<file path="src/ffha_pkg.sv">
// ----------------------------------------------------------------------------
// ffha_pkg
// shared constants, codes and types of the first-fit heap allocator
// ----------------------------------------------------------------------------
`default_nettype none

package ffha_pkg;

    localparam int MAX_SEGMENTS = 64;
    localparam int HEADER_BYTES = 32;
    localparam int ALIGN_BYTES  = 8;
    localparam int IDX_W        = $clog2(MAX_SEGMENTS);
    localparam int CNT_W        = $clog2(MAX_SEGMENTS + 1);
    localparam int ENTRY_W      = 33;
    localparam int CFG_IDX_W    = 8;

    localparam logic [31:0] RESET_BASE  = 32'h0100_0000;
    localparam logic [31:0] RESET_BYTES = 32'h0200_0000;

    localparam logic [CFG_IDX_W-1:0] CFG_HEAP_BASE  = CFG_IDX_W'(0);
    localparam logic [CFG_IDX_W-1:0] CFG_HEAP_BYTES = CFG_IDX_W'(1);

    localparam logic CMD_ALLOC = 1'b0;
    localparam logic CMD_FREE  = 1'b1;

    typedef enum logic [1:0] {
        RES_DONE     = 2'd0,
        RES_NO_FIT   = 2'd1,
        RES_BAD_ADDR = 2'd2,
        RES_NULL     = 2'd3
    } res_t;

    typedef enum logic [3:0] {
        S_INIT,
        S_IDLE,
        S_A_RD,
        S_A_CHK,
        S_UP_RD,
        S_UP_WR,
        S_SPLIT_HI,
        S_SPLIT_LO,
        S_A_WR,
        S_F_RD,
        S_F_CHK,
        S_NXT_CHK,
        S_F_WR,
        S_DN_RD,
        S_DN_WR,
        S_RESP
    } state_t;

    typedef struct packed {
        logic               we;
        logic [IDX_W-1:0]   waddr;
        logic [ENTRY_W-1:0] wdata;
        logic [IDX_W-1:0]   raddr;
    } mem_req_t;

endpackage

`default_nettype wire

</file>
<file path="src/ffha_ram.sv">
// ----------------------------------------------------------------------------
// ffha_ram
// generic simple dual-port ram, one write port, one registered read port
// ----------------------------------------------------------------------------
`default_nettype none

module ffha_ram #(
    parameter int WIDTH = 8,
    parameter int DEPTH = 16
) (
    input  wire logic                     clk,
    input  wire logic                     we,
    input  wire logic [$clog2(DEPTH)-1:0] waddr,
    input  wire logic [WIDTH-1:0]         wdata,
    input  wire logic [$clog2(DEPTH)-1:0] raddr,
    output logic      [WIDTH-1:0]         rdata
);

    logic [WIDTH-1:0] mem [DEPTH];

    always_ff @(posedge clk)
    begin
        if (we)
        begin
            mem[waddr] <= wdata;
        end
        rdata <= mem[raddr];
    end

endmodule

`default_nettype wire

</file>
<file path="src/ffha_ctrl.sv">
// ----------------------------------------------------------------------------
// ffha_ctrl
// sequencer and datapath: table walk, split, coalesce, shifts and totals
// ----------------------------------------------------------------------------
`default_nettype none

module ffha_ctrl (
    input  wire logic                               clk,
    input  wire logic                               rst_n,
    input  wire logic                               in_valid,
    output logic                                    in_ready,
    input  wire logic                               cmd,
    input  wire logic [31:0]                        req_bytes,
    input  wire logic [31:0]                        free_addr,
    output logic                                    out_valid,
    input  wire logic                               out_ready,
    output logic [31:0]                             alloc_addr,
    output logic [1:0]                              status,
    output logic [31:0]                             used_total,
    output logic [31:0]                             free_total,
    input  wire logic                               cfg_valid,
    output logic                                    cfg_ready,
    input  wire logic [ffha_pkg::CFG_IDX_W-1:0]     cfg_index,
    input  wire logic [31:0]                        cfg_data,
    output ffha_pkg::mem_req_t                      mem_req,
    input  wire logic [ffha_pkg::ENTRY_W-1:0]       mem_rdata
);

    localparam int CW = ffha_pkg::CNT_W;
    localparam int IW = ffha_pkg::IDX_W;
    localparam logic [31:0] HDR = 32'(ffha_pkg::HEADER_BYTES);

    ffha_pkg::state_t state_reg, state_next;

    logic [31:0]   base_reg, base_next;
    logic [31:0]   bytes_reg, bytes_next;
    logic [CW-1:0] count_reg, count_next;
    logic [31:0]   used_reg, used_next;
    logic [31:0]   free_reg, free_next;
    logic [CW-1:0] idx_reg, idx_next;
    logic [CW-1:0] j_reg, j_next;
    logic [31:0]   off_reg, off_next;
    logic [32:0]   rnd_reg, rnd_next;
    logic [31:0]   fa_reg, fa_next;
    logic [31:0]   cur_reg, cur_next;
    logic          cur_used_reg, cur_used_next;
    logic [31:0]   prev_reg, prev_next;
    logic          prev_used_reg, prev_used_next;
    logic [31:0]   nxt_reg, nxt_next;
    logic          nm_reg, nm_next;
    logic [1:0]    d_reg, d_next;
    logic [31:0]   raddr_res_reg, raddr_res_next;
    ffha_pkg::res_t res_reg, res_next;
    logic          ov_reg, ov_next;
    logic [31:0]   oa_reg, oa_next;
    logic [1:0]    os_reg, os_next;
    logic [31:0]   ou_reg, ou_next;
    logic [31:0]   of_reg, of_next;

    logic          in_beat, cfg_beat;
    logic [32:0]   rnd_in;
    logic          rd_used;
    logic [31:0]   rd_size;
    logic          fit, split_ok, pm;
    logic [31:0]   seg_addr, init_size, merged;
    logic [CW-1:0] src_j;

    assign in_ready  = (state_reg == ffha_pkg::S_IDLE) && !cfg_valid;
    assign cfg_ready = (state_reg == ffha_pkg::S_IDLE);
    assign in_beat   = in_valid && in_ready;
    assign cfg_beat  = cfg_valid && cfg_ready;

    assign out_valid  = ov_reg;
    assign alloc_addr = oa_reg;
    assign status     = os_reg;
    assign used_total = ou_reg;
    assign free_total = of_reg;

    assign rnd_in = (({1'b0, req_bytes} + 33'(ffha_pkg::ALIGN_BYTES - 1))
                    / ffha_pkg::ALIGN_BYTES) * ffha_pkg::ALIGN_BYTES;
    assign rd_used  = mem_rdata[32];
    assign rd_size  = mem_rdata[31:0];
    assign fit      = !rd_used && ({1'b0, rd_size} >= rnd_reg);
    assign split_ok = ({2'b00, rd_size} > ({1'b0, rnd_reg}
                      + 34'(ffha_pkg::HEADER_BYTES + ffha_pkg::ALIGN_BYTES)))
                      && (count_reg < CW'(ffha_pkg::MAX_SEGMENTS));
    assign seg_addr  = base_reg + off_reg + HDR;
    assign init_size = (bytes_reg > HDR) ? (bytes_reg - HDR) : 32'd0;
    assign pm        = (idx_reg != '0) && !prev_used_reg;
    assign merged    = (pm ? (prev_reg + HDR) : 32'd0) + cur_reg
                       + (nm_reg ? (nxt_reg + HDR) : 32'd0);
    assign src_j     = idx_reg + CW'(1) + CW'(nm_reg);

    // next state
    always_comb
    begin
        state_next = state_reg;
        unique case (state_reg)
            ffha_pkg::S_INIT:     state_next = ffha_pkg::S_IDLE;
            ffha_pkg::S_IDLE:
            begin
                if (cfg_beat && (cfg_index == ffha_pkg::CFG_HEAP_BASE
                                 || cfg_index == ffha_pkg::CFG_HEAP_BYTES))
                begin
                    state_next = ffha_pkg::S_INIT;
                end
                else if (in_beat)
                begin
                    if (cmd == ffha_pkg::CMD_ALLOC)
                    begin
                        state_next = (req_bytes == 32'd0 || rnd_in[32])
                                     ? ffha_pkg::S_RESP : ffha_pkg::S_A_RD;
                    end
                    else
                    begin
                        state_next = (free_addr == 32'd0)
                                     ? ffha_pkg::S_RESP : ffha_pkg::S_F_RD;
                    end
                end
            end
            ffha_pkg::S_A_RD:     state_next = ffha_pkg::S_A_CHK;
            ffha_pkg::S_A_CHK:
            begin
                if (fit)
                begin
                    if (split_ok)
                    begin
                        state_next = (idx_reg + CW'(1) < count_reg)
                                     ? ffha_pkg::S_UP_RD : ffha_pkg::S_SPLIT_HI;
                    end
                    else
                    begin
                        state_next = ffha_pkg::S_A_WR;
                    end
                end
                else if (idx_reg + CW'(1) == count_reg)
                begin
                    state_next = ffha_pkg::S_RESP;
                end
                else
                begin
                    state_next = ffha_pkg::S_A_RD;
                end
            end
            ffha_pkg::S_UP_RD:    state_next = ffha_pkg::S_UP_WR;
            ffha_pkg::S_UP_WR:
            begin
                state_next = (j_reg == idx_reg + CW'(1))
                             ? ffha_pkg::S_SPLIT_HI : ffha_pkg::S_UP_RD;
            end
            ffha_pkg::S_SPLIT_HI: state_next = ffha_pkg::S_SPLIT_LO;
            ffha_pkg::S_SPLIT_LO: state_next = ffha_pkg::S_RESP;
            ffha_pkg::S_A_WR:     state_next = ffha_pkg::S_RESP;
            ffha_pkg::S_F_RD:     state_next = ffha_pkg::S_F_CHK;
            ffha_pkg::S_F_CHK:
            begin
                if (seg_addr == fa_reg)
                begin
                    state_next = (idx_reg + CW'(1) < count_reg)
                                 ? ffha_pkg::S_NXT_CHK : ffha_pkg::S_F_WR;
                end
                else if (idx_reg + CW'(1) == count_reg)
                begin
                    state_next = ffha_pkg::S_RESP;
                end
                else
                begin
                    state_next = ffha_pkg::S_F_RD;
                end
            end
            ffha_pkg::S_NXT_CHK:  state_next = ffha_pkg::S_F_WR;
            ffha_pkg::S_F_WR:
            begin
                state_next = ((pm || nm_reg) && (src_j < count_reg))
                             ? ffha_pkg::S_DN_RD : ffha_pkg::S_RESP;
            end
            ffha_pkg::S_DN_RD:    state_next = ffha_pkg::S_DN_WR;
            ffha_pkg::S_DN_WR:
            begin
                // count already dropped by the merge distance
                state_next = (j_reg + CW'(1) == count_reg + CW'(d_reg))
                             ? ffha_pkg::S_RESP : ffha_pkg::S_DN_RD;
            end
            ffha_pkg::S_RESP:
            begin
                if (!ov_reg || out_ready)
                begin
                    state_next = ffha_pkg::S_IDLE;
                end
            end
            default:              state_next = ffha_pkg::S_INIT;
        endcase
    end

    // memory port
    always_comb
    begin
        mem_req.we    = 1'b0;
        mem_req.waddr = idx_reg[IW-1:0];
        mem_req.wdata = {1'b0, cur_reg};
        mem_req.raddr = idx_reg[IW-1:0];
        unique case (state_reg)
            ffha_pkg::S_INIT:
            begin
                mem_req.we    = 1'b1;
                mem_req.waddr = '0;
                mem_req.wdata = {1'b0, init_size};
            end
            ffha_pkg::S_UP_RD,
            ffha_pkg::S_DN_RD:    mem_req.raddr = j_reg[IW-1:0];
            ffha_pkg::S_UP_WR:
            begin
                mem_req.we    = 1'b1;
                mem_req.waddr = IW'(j_reg + CW'(1));
                mem_req.wdata = mem_rdata;
            end
            ffha_pkg::S_SPLIT_HI:
            begin
                mem_req.we    = 1'b1;
                mem_req.waddr = IW'(idx_reg + CW'(1));
                mem_req.wdata = {1'b0, cur_reg - rnd_reg[31:0] - HDR};
            end
            ffha_pkg::S_SPLIT_LO:
            begin
                mem_req.we    = 1'b1;
                mem_req.wdata = {1'b1, rnd_reg[31:0]};
            end
            ffha_pkg::S_A_WR:
            begin
                mem_req.we    = 1'b1;
                mem_req.wdata = {1'b1, cur_reg};
            end
            ffha_pkg::S_F_CHK:    mem_req.raddr = IW'(idx_reg + CW'(1));
            ffha_pkg::S_F_WR:
            begin
                mem_req.we    = 1'b1;
                mem_req.waddr = pm ? IW'(idx_reg - CW'(1)) : idx_reg[IW-1:0];
                mem_req.wdata = {1'b0, merged};
            end
            ffha_pkg::S_DN_WR:
            begin
                mem_req.we    = 1'b1;
                mem_req.waddr = IW'(j_reg - CW'(d_reg));
                mem_req.wdata = mem_rdata;
            end
            default:
            begin
                mem_req.we = 1'b0;
            end
        endcase
    end

    // datapath
    always_comb
    begin
        base_next      = base_reg;
        bytes_next     = bytes_reg;
        count_next     = count_reg;
        used_next      = used_reg;
        free_next      = free_reg;
        idx_next       = idx_reg;
        j_next         = j_reg;
        off_next       = off_reg;
        rnd_next       = rnd_reg;
        fa_next        = fa_reg;
        cur_next       = cur_reg;
        cur_used_next  = cur_used_reg;
        prev_next      = prev_reg;
        prev_used_next = prev_used_reg;
        nxt_next       = nxt_reg;
        nm_next        = nm_reg;
        d_next         = d_reg;
        raddr_res_next = raddr_res_reg;
        res_next       = res_reg;
        ov_next        = ov_reg && !out_ready;
        oa_next        = oa_reg;
        os_next        = os_reg;
        ou_next        = ou_reg;
        of_next        = of_reg;
        unique case (state_reg)
            ffha_pkg::S_INIT:
            begin
                count_next = CW'(1);
                used_next  = 32'd0;
                free_next  = init_size;
            end
            ffha_pkg::S_IDLE:
            begin
                if (cfg_beat)
                begin
                    if (cfg_index == ffha_pkg::CFG_HEAP_BASE)
                    begin
                        base_next = cfg_data;
                    end
                    else if (cfg_index == ffha_pkg::CFG_HEAP_BYTES)
                    begin
                        bytes_next = cfg_data;
                    end
                end
                else if (in_beat)
                begin
                    idx_next       = '0;
                    off_next       = 32'd0;
                    rnd_next       = rnd_in;
                    fa_next        = free_addr;
                    prev_used_next = 1'b1;
                    nm_next        = 1'b0;
                    raddr_res_next = 32'd0;
                    if (cmd == ffha_pkg::CMD_ALLOC)
                    begin
                        res_next = ffha_pkg::RES_NO_FIT;
                    end
                    else
                    begin
                        res_next = (free_addr == 32'd0)
                                   ? ffha_pkg::RES_NULL : ffha_pkg::RES_BAD_ADDR;
                    end
                end
            end
            ffha_pkg::S_A_CHK:
            begin
                if (fit)
                begin
                    cur_next       = rd_size;
                    raddr_res_next = seg_addr;
                    res_next       = ffha_pkg::RES_DONE;
                    j_next         = count_reg - CW'(1);
                end
                else
                begin
                    off_next = off_reg + HDR + rd_size;
                    idx_next = idx_reg + CW'(1);
                end
            end
            ffha_pkg::S_UP_WR:    j_next = j_reg - CW'(1);
            ffha_pkg::S_SPLIT_HI: count_next = count_reg + CW'(1);
            ffha_pkg::S_SPLIT_LO:
            begin
                used_next = used_reg + rnd_reg[31:0];
                free_next = free_reg - rnd_reg[31:0] - HDR;
            end
            ffha_pkg::S_A_WR:
            begin
                used_next = used_reg + cur_reg;
                free_next = free_reg - cur_reg;
            end
            ffha_pkg::S_F_CHK:
            begin
                if (seg_addr == fa_reg)
                begin
                    cur_next      = rd_size;
                    cur_used_next = rd_used;
                    res_next      = ffha_pkg::RES_DONE;
                end
                else
                begin
                    prev_next      = rd_size;
                    prev_used_next = rd_used;
                    off_next       = off_reg + HDR + rd_size;
                    idx_next       = idx_reg + CW'(1);
                end
            end
            ffha_pkg::S_NXT_CHK:
            begin
                nxt_next = rd_size;
                nm_next  = !rd_used;
            end
            ffha_pkg::S_F_WR:
            begin
                d_next     = {1'b0, pm} + {1'b0, nm_reg};
                j_next     = src_j;
                count_next = count_reg - CW'(pm) - CW'(nm_reg);
                if (cur_used_reg)
                begin
                    used_next = used_reg - cur_reg;
                end
                free_next = free_reg + (cur_used_reg ? cur_reg : 32'd0)
                            + (pm ? HDR : 32'd0) + (nm_reg ? HDR : 32'd0);
            end
            ffha_pkg::S_DN_WR:    j_next = j_reg + CW'(1);
            ffha_pkg::S_RESP:
            begin
                if (!ov_reg || out_ready)
                begin
                    ov_next = 1'b1;
                    oa_next = raddr_res_reg;
                    os_next = res_reg;
                    ou_next = used_reg;
                    of_next = free_reg;
                end
            end
            default:
            begin
                j_next = j_reg;
            end
        endcase
    end

    always_ff @(posedge clk or negedge rst_n)
    begin
        if (!rst_n)
        begin
            state_reg <= ffha_pkg::S_INIT;
            base_reg  <= ffha_pkg::RESET_BASE;
            bytes_reg <= ffha_pkg::RESET_BYTES;
            count_reg <= CW'(1);
            used_reg  <= 32'd0;
            free_reg  <= 32'd0;
            ov_reg    <= 1'b0;
        end
        else
        begin
            state_reg <= state_next;
            base_reg  <= base_next;
            bytes_reg <= bytes_next;
            count_reg <= count_next;
            used_reg  <= used_next;
            free_reg  <= free_next;
            ov_reg    <= ov_next;
        end
    end

    always_ff @(posedge clk)
    begin
        idx_reg       <= idx_next;
        j_reg         <= j_next;
        off_reg       <= off_next;
        rnd_reg       <= rnd_next;
        fa_reg        <= fa_next;
        cur_reg       <= cur_next;
        cur_used_reg  <= cur_used_next;
        prev_reg      <= prev_next;
        prev_used_reg <= prev_used_next;
        nxt_reg       <= nxt_next;
        nm_reg        <= nm_next;
        d_reg         <= d_next;
        raddr_res_reg <= raddr_res_next;
        res_reg       <= res_next;
        oa_reg        <= oa_next;
        os_reg        <= os_next;
        ou_reg        <= ou_next;
        of_reg        <= of_next;
    end

endmodule

`default_nettype wire

</file>
<file path="src/first_fit_heap_allocator_core.sv">
// ----------------------------------------------------------------------------
// first_fit_heap_allocator_core
// first-fit heap allocator over an address-ordered segment table in ram
// ----------------------------------------------------------------------------
// input channel (in_valid/in_ready): cmd, req_bytes, free_addr, one beat per
// request. output channel (out_valid/out_ready): alloc_addr, status,
// used_total, free_total, one beat per request.
// config channel (cfg_valid/cfg_ready): cfg_index 0 heap_base, 1 heap_bytes;
// a write to either rebuilds the table, other indexes ignored.
// one request at a time: the segment table sits in a single ram with a
// registered read, so each table read needs a read state before its use.
// allocate: walk the segments (read, check), then write a whole segment,
// or move the entries above it up (read, write) and split it in two, then
// post the result. free: walk the segments, look at the next segment,
// write, move the entries down on a merge, then post the result.
// zero size, overflow and null free go straight to the result state.
// a finished result sits in the output register; a new request is taken
// while it waits, and the next result holds until the receiver takes it.
// reset loads the default heap region and writes entry zero in the init
// state before any beat is accepted.
// ----------------------------------------------------------------------------
`default_nettype none

module first_fit_heap_allocator_core (
    input  wire logic                           clk,
    input  wire logic                           rst_n,
    input  wire logic                           in_valid,
    output logic                                in_ready,
    input  wire logic                           cmd,
    input  wire logic [31:0]                    req_bytes,
    input  wire logic [31:0]                    free_addr,
    output logic                                out_valid,
    input  wire logic                           out_ready,
    output logic [31:0]                         alloc_addr,
    output logic [1:0]                          status,
    output logic [31:0]                         used_total,
    output logic [31:0]                         free_total,
    input  wire logic                           cfg_valid,
    output logic                                cfg_ready,
    input  wire logic [ffha_pkg::CFG_IDX_W-1:0] cfg_index,
    input  wire logic [31:0]                    cfg_data
);

    ffha_pkg::mem_req_t               mem_req;
    logic [ffha_pkg::ENTRY_W-1:0]     mem_rdata;

    ffha_ram #(
        .WIDTH (ffha_pkg::ENTRY_W),
        .DEPTH (ffha_pkg::MAX_SEGMENTS)
    ) u_table (
        .clk   (clk),
        .we    (mem_req.we),
        .waddr (mem_req.waddr),
        .wdata (mem_req.wdata),
        .raddr (mem_req.raddr),
        .rdata (mem_rdata)
    );

    ffha_ctrl u_ctrl (
        .clk        (clk),
        .rst_n      (rst_n),
        .in_valid   (in_valid),
        .in_ready   (in_ready),
        .cmd        (cmd),
        .req_bytes  (req_bytes),
        .free_addr  (free_addr),
        .out_valid  (out_valid),
        .out_ready  (out_ready),
        .alloc_addr (alloc_addr),
        .status     (status),
        .used_total (used_total),
        .free_total (free_total),
        .cfg_valid  (cfg_valid),
        .cfg_ready  (cfg_ready),
        .cfg_index  (cfg_index),
        .cfg_data   (cfg_data),
        .mem_req    (mem_req),
        .mem_rdata  (mem_rdata)
    );

endmodule

`default_nettype wire
</file>
<file path="config.mk">
export PLATFORM = sky130hd
export DESIGN_NAME = first_fit_heap_allocator_core
export DESIGN_NICKNAME = d
export VERILOG_FILES = /design/src/ffha_pkg.sv /design/src/ffha_ram.sv /design/src/ffha_ctrl.sv /design/src/first_fit_heap_allocator_core.sv
export SDC_FILE = /design/constraint.sdc
export NUM_CORES = 2
export LEC_CHECK = 0
export ABC_CLOCK_PERIOD_IN_PS = 7670
export BUFFER_PORTS_ARGS = -buffer_cell sky130_fd_sc_hd__buf_2
export CAP_MARGIN = 20
export CORE_MARGIN = 2
export CORE_UTILIZATION = 57
export DETAILED_ROUTE_END_ITERATION = 6
export HOLD_SLACK_MARGIN = 0.02
export PLACE_DENSITY = 0.86
export SYNTH_ARGS = -nofsm -noshare
export SYNTH_HDL_FRONTEND = slang
export SYNTH_HIERARCHICAL = 1
export SYNTH_SLANG_ARGS = --single-unit
</file>
<file path="constraint.sdc">
create_clock -name clk -period 7.67 [get_ports clk]
set_clock_uncertainty 0.15 [all_clocks]
set_input_delay 1.534 -clock clk [delete_from_list [all_inputs] [get_ports clk]]
set_output_delay 1.534 -clock clk [all_outputs]
set_load 0.03 [all_outputs]
</file>
==> out/metrics.cfg <==
[status]
status=finished with violations
violations=DRC, capacitance limit, slew limit

[grt]
grt_pass1_vias=82100
antenna_found_initial=23
grt_usage=0.375
grt_first_pass_wirelength_um=591000
grt_max_degree=96
globalRouteOverflowTotal=0

[synth]
syn-num-nets=8853
synthTopCellsByArea=edfxtp_1 (60%), mux4_2 (8.5%), ha_1 (5.4%)
ys_warn_count=6
yosys_register_bits=2626
avgSynthCellArea_um2=15.1
synthTopCellsByCount=edfxtp_1 (2453), ha_1 (537), nor2_1 (487), mux4_2 (466), nand2_1 (364)
synth_edf_count=2453
synthFlopType=edfxtp_1
synthCells=8163
yosysMostFrequentCell=edfxtp_1
syn-cell-area_um2=123000
yosysTopAreaCell=edfxtp_1
seq_area_frac_synth=0.630
ys_types=109
synth_top_area_frac=0.597
ys_async_sr_fraction=0.0533

[timing]
min_period_over_period=0.925
max_freq_mhz=141
setup_violations=0
hold_ws_ps=265
period_minus_slack_ps=7100
worst_slack_ps=575
slew_violations=2
max_slew.worst_pin.slew_ps=1510
hold_viol=0
max-slew-margin-rel=-0.0134
fin_tns_setup_ps=0
rsz0062_at_grt=no

[worst_setup_path]
startpoint_type=flop
crit_slowest_cell=a2111oi_2
critPathBufInv=4
critPathMaxFanout=64
slowest_delay_ps=620
crit_chain=inv_1 -> ha_1 -> nor3b_1 -> a21o_1 -> inv_1 -> and2_1 -> fa_1 -> ha_1 -> inv_1 -> fa_1 -> nor2b_1 -> o21a_1 -> o21ai_1 -> a211oi_1 -> o221ai_1 -> a21oi_1 -> a21oi_1 -> nor2_1 -> a2111oi_2 -> nand4b_1 -> a32oi_4 -> buf_4
cp_common_cell=inv_1
critPathKind=flop to flop
cp.depth=22
cp.required_ps=8130
r2r_cells=22
end_kind=flop
crit_family=compound AO/OA/AOI/OAI gates
cp.arrival_ps=7550

[die]
die_h_um=469
die-width_um=469
die_area_um2=220000
start_util=0.574
core_um2=215000
std_cell_rows=170
ioPinCount=211

[clock_tree]
cts_sinks=2626
post_cts_buffers=0
cts_tree=done
h-tree-depth=5
cts_root_buf=clkbuf_16
clk_latency_ps=990
cts_buffers=274
clkTransAtPathRegs_ps=70
ctsLongestPathBuffers=4

[routing]
first_pass_iters=7
postRouteAntennaNets=0
routedWlPerCell_um=36.3
vias_per_cell=7.15
dr.first_iter.drc_count=14300
drc=2
routed_wl_um=422000
num_vias=83100

[place]
pre_cts_ws_ps=296
place_congestion=1.00
portBuffers=210
dpl.hpwl_um=253000

[min_path]
holdPathStages=0
hold_path_class=flop to flop

[finish]
regMostFlops=u_table/mem
reg_top3=u_table/mem: 2112 flops, u_table/rdata: 33 flops
final_nets=9264
areaGrowthSynthToFinish_pct=11.9
largest_reg_flops=2112
layout-drive-gt1-share=0.184

[pwr]
fin_total_pwr_mw=56.7
p_per_area_nw_per_um2=410
p_leak_nw=49.2
ir_drop_v=0.000353

[flow_run]
drv_cap=1

routing by layer:
layer | vias up | global-route usage | part of all wire
li1 | 33000 | - | -
met1 | 40500 | 0.452 | 0.32
met2 | 7751 | 0.582 | 0.45
met3 | 1888 | 0.100 | 0.13
met4 | 18 | 0.278 | 0.095
met5 | - | 0.00671 | 0.00033
worst paths after layout:
path                                    startpoint              endpoint  slack, ps
setup reg to reg                 u_ctrl/idx_reg[0]   u_table/mem[19][27]        570
setup / recovery                 u_ctrl/idx_reg[0]   u_table/mem[19][27]        570
hold reg to reg            u_ctrl/raddr_res_reg[2]  u_ctrl/alloc_addr[2]        260
hold / removal             u_ctrl/raddr_res_reg[2]  u_ctrl/alloc_addr[2]        260
max in group asynchronous                    rst_n   u_ctrl/base_reg[24]       5700
min in group asynchronous                    rst_n   u_ctrl/used_reg[18]        540
report_power, final:
part	total (mW)	internal, mW	switching (mW)
Sequential	19.7	18.7	0.991
Clock	13.1	7.36	5.75
Combinational	23.8	7.85	16.0
area by class of cell:
| cell class | instances | area, um2 |
|---|---|---|
| Tap cell | 2838 | 3550 |
| Multi-Input combinational cell | 4878 | 43700 |
| Fill cell | 14100 | 76900 |
| Inverter | 309 | 1160 |
| Sequential cell | 2626 | 77800 |
| Timing Repair Buffer | 485 | 3390 |
| Antenna cell | 12 | 30.0 |
| Clock buffer | 342 | 7370 |
| Clock inverter | 131 | 1120 |
cell families (layout without fill, tap and decap cells):
| kind of cell | count (synthesis) | count (layout) | synth area share |
|---|---|---|---|
| and+or+nand+nor | 1687 | 1687 | 0.0663 |
| AOI/OAI and AO/OA | 1439 | 1439 | 0.0793 |
| xor gates and xnor gates | 456 | 456 | 0.0333 |
| DFF | 2626 | 2626 | 0.630 |
| muxes | 716 | 716 | 0.106 |
| other | 0 | 12 | 0 |
| buffers and inverters | 659 | 1267 | 0.0231 |
| adders and majority gates | 580 | 580 | 0.0614 |
layout by cell type, fill, tap and decap left out, types with 137 or more instances in the layout:
master	count
mux4_2	466
a21oi_1	342
o21ai_0	201
mux2i_1	145
buf_2	209
nand3_1	192
dfrtp_1	137
edfxtp_1	2453
inv_1	304
clkbuf_16	281
nand2_1	357
ha_1	537
xor2_1	161
buf_4	249
a21o_1	137
xnor2_1	287
nor2_1	418
timing repair:
action,CTS,global route
endpoints found under the setup margin,0,65
hold buffers,0,0
resized for setup,0,2
stage by stage:
step / cell area [um2] / utilization / cells
2_1_floorplan: 123000 / - / 8163
3_3_place_gp: 129000 / 0.602 / 11100
3_5_place_dp: 129000 / 0.602 / 11100
4_1_cts: 138000 / 0.641 / 11600
5_1_grt: 138000 / 0.642 / 11600
6_report: 138000 / 0.642 / 11600
(Power assumes the default switching activity.)
